`src/design/sbd_pkg.sv`:
```
// ----------------------------------------------------------------------------
// sbd_pkg
// shared constants and types of the sliding brief descriptor
// ----------------------------------------------------------------------------
`default_nettype none
package sbd_pkg;

  localparam int unsigned DEF_MAX_PAIRS  = 32;
  localparam int unsigned DEF_MAX_WINDOW = 64;
  localparam int unsigned DEF_MAX_WIDTH  = 1024;
  localparam int unsigned DEF_MAX_HEIGHT = 1024;

  localparam int unsigned TABLE_DEPTH = 32;
  localparam int unsigned CODE_W      = 32;
  localparam int unsigned COORD_W     = 6;
  localparam int unsigned POS_W       = 10;
  localparam int unsigned PADDR_W     = 5;

  localparam logic [2:0] REG_THRESHOLD = 3'd0;
  localparam logic [2:0] REG_PAIRS     = 3'd1;
  localparam logic [2:0] REG_WINDOW    = 3'd2;
  localparam logic [2:0] REG_WIDTH     = 3'd3;
  localparam logic [2:0] REG_HEIGHT    = 3'd4;

  localparam logic CMD_PIXEL = 1'b0;
  localparam logic CMD_LOAD  = 1'b1;

  typedef enum logic [2:0] {
    ST_IDLE,
    ST_ISSUE,
    ST_READ,
    ST_CMP,
    ST_OUT
  } sbd_state_t;

  // saturated configuration as used by the datapath
  typedef struct packed {
    logic [7:0]  threshold;
    logic [6:0]  pairs;
    logic [7:0]  window;
    logic [12:0] width;
    logic [12:0] height;
  } sbd_cfg_t;

endpackage
`default_nettype wire

```
`src/design/sbd_regs.sv`:
```
// ----------------------------------------------------------------------------
// sbd_regs
// configuration register file with saturation of the used values
// ----------------------------------------------------------------------------
`default_nettype none
module sbd_regs
  import sbd_pkg::*;
#(
  parameter int unsigned MAX_PAIRS  = DEF_MAX_PAIRS,
  parameter int unsigned MAX_WINDOW = DEF_MAX_WINDOW,
  parameter int unsigned MAX_WIDTH  = DEF_MAX_WIDTH,
  parameter int unsigned MAX_HEIGHT = DEF_MAX_HEIGHT
) (
  input  wire logic               clk,
  input  wire logic               rst_n,
  input  wire logic               psel,
  input  wire logic               penable,
  input  wire logic               pwrite,
  input  wire logic [PADDR_W-1:0] paddr,
  input  wire logic [31:0]        pwdata,
  output logic      [31:0]        prdata,
  output sbd_cfg_t                cfg
);

  localparam int unsigned PC_MAX = (MAX_PAIRS < 32) ? MAX_PAIRS : 32;

  logic [7:0]  thr_r;
  logic [5:0]  pc_r;
  logic [6:0]  ws_r;
  logic [10:0] w_r;
  logic [10:0] h_r;
  logic        wr;

  assign wr = psel && penable && pwrite;

  always_ff @(posedge clk) begin
    if (!rst_n) begin
      thr_r <= 8'd0;
      pc_r  <= 6'd9;
      ws_r  <= 7'd7;
      w_r   <= 11'd640;
      h_r   <= 11'd480;
    end else if (wr) begin
      unique case (paddr[4:2])
        REG_THRESHOLD: thr_r <= pwdata[7:0];
        REG_PAIRS:     pc_r  <= pwdata[5:0];
        REG_WINDOW:    ws_r  <= pwdata[6:0];
        REG_WIDTH:     w_r   <= pwdata[10:0];
        REG_HEIGHT:    h_r   <= pwdata[10:0];
        default: ;
      endcase
    end
  end

  always_comb begin
    unique case (paddr[4:2])
      REG_THRESHOLD: prdata = {24'd0, thr_r};
      REG_PAIRS:     prdata = {26'd0, pc_r};
      REG_WINDOW:    prdata = {25'd0, ws_r};
      REG_WIDTH:     prdata = {21'd0, w_r};
      REG_HEIGHT:    prdata = {21'd0, h_r};
      default:       prdata = 32'd0;
    endcase
  end

  always_comb begin
    cfg.threshold = thr_r;
    if (pc_r == 6'd0)                   cfg.pairs = 7'd1;
    else if (32'(pc_r) > PC_MAX)        cfg.pairs = 7'(PC_MAX);
    else                                cfg.pairs = {1'b0, pc_r};
    if (ws_r < 7'd2)                    cfg.window = 8'd2;
    else if (32'(ws_r) > MAX_WINDOW)    cfg.window = 8'(MAX_WINDOW);
    else                                cfg.window = {1'b0, ws_r};
    if (w_r < 11'd2)                    cfg.width = 13'd2;
    else if (32'(w_r) > MAX_WIDTH)      cfg.width = 13'(MAX_WIDTH);
    else                                cfg.width = {2'b0, w_r};
    if (h_r < 11'd2)                    cfg.height = 13'd2;
    else if (32'(h_r) > MAX_HEIGHT)     cfg.height = 13'(MAX_HEIGHT);
    else                                cfg.height = {2'b0, h_r};
  end

endmodule
`default_nettype wire

```
`config.mk`:
```
export PLATFORM = sky130hd
export DESIGN_NAME = sbd_regs
export DESIGN_NICKNAME = d
export VERILOG_FILES = /design/src/design/sbd_pkg.sv /design/src/design/sbd_regs.sv
export SDC_FILE = /design/constraint.sdc
export NUM_CORES = 1
export LEC_CHECK = 0
export ABC_AREA = 1
export BUFFER_PORTS_ARGS = -buffer_cell sky130_fd_sc_hd__buf_2
export CAP_MARGIN = 10
export CELL_PAD_IN_SITES_DETAIL_PLACEMENT = 1
export CELL_PAD_IN_SITES_GLOBAL_PLACEMENT = 2
export CORE_UTILIZATION = 24
export DETAILED_ROUTE_END_ITERATION = 10
export PLACE_DENSITY = 0.91
export SYNTH_ARGS = -nofsm -noshare
export SYNTH_HDL_FRONTEND = slang
export SYNTH_SLANG_ARGS = --single-unit
export TNS_END_PERCENT = 5
```
`constraint.sdc`:
```
create_clock -name clk -period 1.5 [get_ports clk]
set_input_delay 0.075 -clock clk [delete_from_list [all_inputs] [get_ports clk]]
set_output_delay 0.075 -clock clk [all_outputs]
set_load 0.02 [all_outputs]
```
Yosys cells after proc, flatten, opt, wreduce, memory -nomap -nowiden
Index checks and enable logic that the tools add are counted.
{"block": "word_totals", "word_cells": 34, "register_bits": 43, "out_inout_bits": 81, "input_bits": 42}
{"block": "classes", "n_reduce_logical": 9, "mux": 9, "order_cmp": 7, "eq_ne": 4}
{"op": "case mux 11 bit (5 select lines)", "count": 1}
{"op": "2-to-1 mux 11 bit", "count": 4}
{"op": "greater-than comparator 11 bit, second input constant", "count": 2}
{"op": "< comparator 11 x 2 -> 1 bit, second input constant", "count": 2}
{"op": "2-to-1 mux 7 bit", "count": 2}
{"op": "2-to-1 mux 6 bit", "count": 2}
{"op": "AND reduction 2 bit", "count": 5}
{"op": "greater-than comparator 7 bit, second input constant", "count": 1}
{"op": "< comparator 7 x 2 -> 1 bit, second input constant", "count": 1}
{"op": "equality test 3 x 2 -> 1 bit, second input constant", "count": 2}
{"op": "greater-than comparator 6 bit, second input constant", "count": 1}
{"op": "logical NOT 6 bit", "count": 1}
{"op": "equality test 3 x 1 -> 1 bit, second input constant", "count": 1}
{"op": "equality test 3 bit, second input constant", "count": 1}
{"op": "logical NOT 3 bit", "count": 1}
{"op": "logical AND 1 bit", "count": 2}

Depth between registers and ports, before layout
{"block": "logic_depth", "depth_word": 3, "depth_mapped": 8}

Worst setup path after synthesis
OpenSTA, ideal clock, no wires.
{"block": "synth_timing", "kind": "reg-to-output", "from": "register h_r[10]", "to": "output cfg[1] (netlist bit)", "path_stages_with_launch": 5, "path_slack_ns": 0.283, "t_arrival_ns": 1.142, "required_ns": 1.425, "n_path_buf": 1, "cell_sequence": "dfxtp_1 buf_2 inv_1 nand3_1 o21ai_0"}
{"element": "start: declaration", "line_no": "sbd_regs.sv:31", "rtl": "logic [10:0] h_r;"}
{"element": "start signal: assignment", "line_no": "sbd_regs.sv:49", "rtl": "REG_HEIGHT: h_r <= pwdata[10:0];"}
{"element": "end: declaration", "line_no": "sbd_regs.sv:22", "rtl": "output sbd_cfg_t cfg"}

==> impl_metrics.py <==
metrics = {
    "power_and_ir_drop": {
        "ir_worst_vdd_uv": 298,
        "cellLeakagePower_nw": 1.63,
        "cellPowerDensity_nw_per_um2": 689,
    },
    "finish": {
        "utilization_pct": 32.2,
        "final_cell_mix": "98 x nor2_1, 54 x nand2_1, 54 x buf_2, 39 x inv_1, 31 x dfxtp_1",
        "final_nets": 513,
        "antenna_cells": 0,
        "nFillCells": 1361,
        "syn_to_final_growth_pct": 30.9,
        "drive_gt1_share_pct": 33.9,
        "layout_commonest_cell": "nor2_1",
    },
    "worst_setup_path": {
        "required_ns": 1.42,
        "worst-path-max-fanout": 7,
        "cp_data_arrival_time_ns": 1.45,
        "startpoint_type": "flop",
        "crit_path_end_kind": "primary output",
        "crit_type": "reg2out",
        "ff2ff_setup_slack_ns": 0.68,
    },
    "die": {
        "ios": 123,
        "coreArea_um2": 10300,
        "initial_utilization_pct": 24.6,
        "die_w_um": 105,
        "die_h_um": 105,
        "dieArea_um2": 10900,
        "fp-row-count": 37,
    },
    "synthesis": {
        "synth_top_area_share_pct": 34.1,
        "synth_warnings": 0,
        "synthCells": 392,
        "syn-cell-area_um2": 2530,
        "synth_cell_type_count": 25,
        "ys_top_cells_by_area": "dfxtp_1 34%, nor2_1 16%, nand2_1 8.8%, buf_4 8.0%, inv_1 7.1%",
        "synth_top_cell_by_area": "dfxtp_1",
        "ys_seq_area_share_pct": 34.1,
        "syn_area_per_cell_um2": 6.45,
        "ys_ff_latch": 43,
    },
    "routing": {
        "vias": 2687,
        "wl_per_cell_um": 14.3,
        "drt_iter0_drc": 110,
        "ant_nets": 0,
        "first_pass_iters": 4,
        "drc": 0,
        "routed_wl_mm": 8.68,
        "viasPerCell": 4.42,
    },
    "grt": {
        "grt_pass1_vias": 2579,
        "gr-total-overflow": 0,
        "grt_max_degree": 44,
        "track_usage_pct": 15.8,
        "grt_first_pass_wirelength_mm": 13.4,
        "antenna_found_initial": 0,
    },
    "sta": {
        "finalSetupViolCount": 5,
        "period_share_pct": 101,
        "timing.final.ws_setup_ns": -0.0215,
        "hold_viol_final": 0,
        "slew_violations": 0,
        "skew_ns": 0,
        "rsz0062_at_grt": "true",
        "fin_crit_ns": 1.52,
        "hold_ws_ns": 0.0162,
        "fmax_mhz": 657,
    },
    "cts": {
        "htreeDepth": 2,
        "path_clk_slew_ns": 0.08,
        "cts_inserted_buffers": 5,
        "clock-sinks": 43,
        "clock_path_buffers": 2,
        "cts_root_buf": "clkbuf_8",
        "clock_latency_ns": 0.31,
        "tritoncts": "yes",
        "cts_hold_buf": 0,
    },
    "flow_run": {
        "max-cap-violations": 0,
    },
    "placed_design": {
        "dp_slack_ns": 0.142,
        "io_buffers": 72,
        "dp_hpwl_mm": 6.41,
        "place_congestion": 0.826,
    },
    "min_path": {
        "holdCritPathClass": "in2reg",
    },
    "outcome": {
        "violations": "negative setup slack",
        "status": "finished, violations left",
    },
}
-- synthesized netlist by cell type, drive strengths merged --
| master | n |
|---|---|
| nand2 | 61 |
| nor3 | 1 |
| dfxtp | 43 |
| inv | 55 |
| o21ai | 34 |
| nand3 | 11 |
| clkbuf | 8 |
| nor2 | 115 |
| conb | 1 |
| nand4 | 3 |
| o221ai | 1 |
| a21oi | 8 |
| o211ai | 10 |
| o22ai | 8 |
| clkinv | 1 |
| buf | 32 |
-- registers in the layout (all words and copies together), names as in the netlist --
register / flops
h_r: 11
w_r: 11
thr_r: 8
ws_r: 7
pc_r: 6
-- critical path, cell delays in order, from the launching register on --
cell,delay [ns]
dfxtp_2,0.33
nor2_2,0.12
nand2_2,0.08
nor2_4,0.12
nand2_4,0.14
a21oi_2,0.19
buf_4,0.16
-- cells by family after synthesis --
family          Yosys count  synth area share [%]
simple gates            191                  32.7
compound gates           61                  13.6
buf+inv                  96                  19.5
other cells               1                 0.148
flops                    43                  34.1
-- stage by stage --
| step | area (µm²) | cells | setup TNS, ns | total power [mW] |
|---|---|---|---|---|
| 2_1_floorplan | 2630 | 418 | 0 | 1.45 |
| 3_3_place_gp | 2940 | 592 | 0 | 1.51 |
| 3_5_place_dp | 2940 | 592 | 0 | 1.52 |
| 4_1_cts | 3150 | 603 | -0.568 | 2.28 |
| 5_1_grt | 3310 | 608 | -1.14 | 2.38 |
| 6_report | 3310 | 608 | -0.0637 | 2.28 |
-- final cells by class --
cell class | count | area, µm² | share of cell area (%)
Tap cell | 136 | 170 | 5.14
Timing Repair Buffer | 86 | 554 | 16.7
Inverter | 56 | 218 | 6.58
Multi-Input combinational cell | 279 | 1410 | 42.5
Sequential cell | 43 | 876 | 26.5
Clock inverter | 2 | 12.5 | 0.378
Clock buffer | 6 | 72.6 | 2.19
-- per-layer routing --
| metal | wire (µm) | track usage (%) | vias to the layer above |
|---|---|---|---|
| met2 | 3950 | 25.1 | 90 |
| li1 | - | - | 1318 |
| met1 | 3970 | 20.5 | 1265 |
| met5 | 0 | 0 | - |
| met3 | 596 | 4.05 | 14 |
| met4 | 162 | 5.53 | 0 |
-- what timing repair did --
item / 4_1_cts / 5_1_grt
buffers inserted: 3 / 5
pin swaps: 9 / 12
endpoints found under the hold margin: 0 / 0
resized for setup: 42 / 43
endpoints found under the setup margin: 17 / 25
-- where the power goes --
part           internal (mW)  total (mW)  switching [mW]
clock                  0.326       0.768           0.442
sequential              1.16        1.17          0.0133
combinational         0.0919       0.343           0.252
-- worst paths after layout --
check,from,end,cells past startpoint
max reg2reg,h_r[10],h_r[10],3
min,pwdata[10],w_r[10],3
max,h_r[3],cfg[4],6
min reg2reg,thr_r[1],thr_r[1],2
No activity file was read; power rests on OpenSTA's default activity.
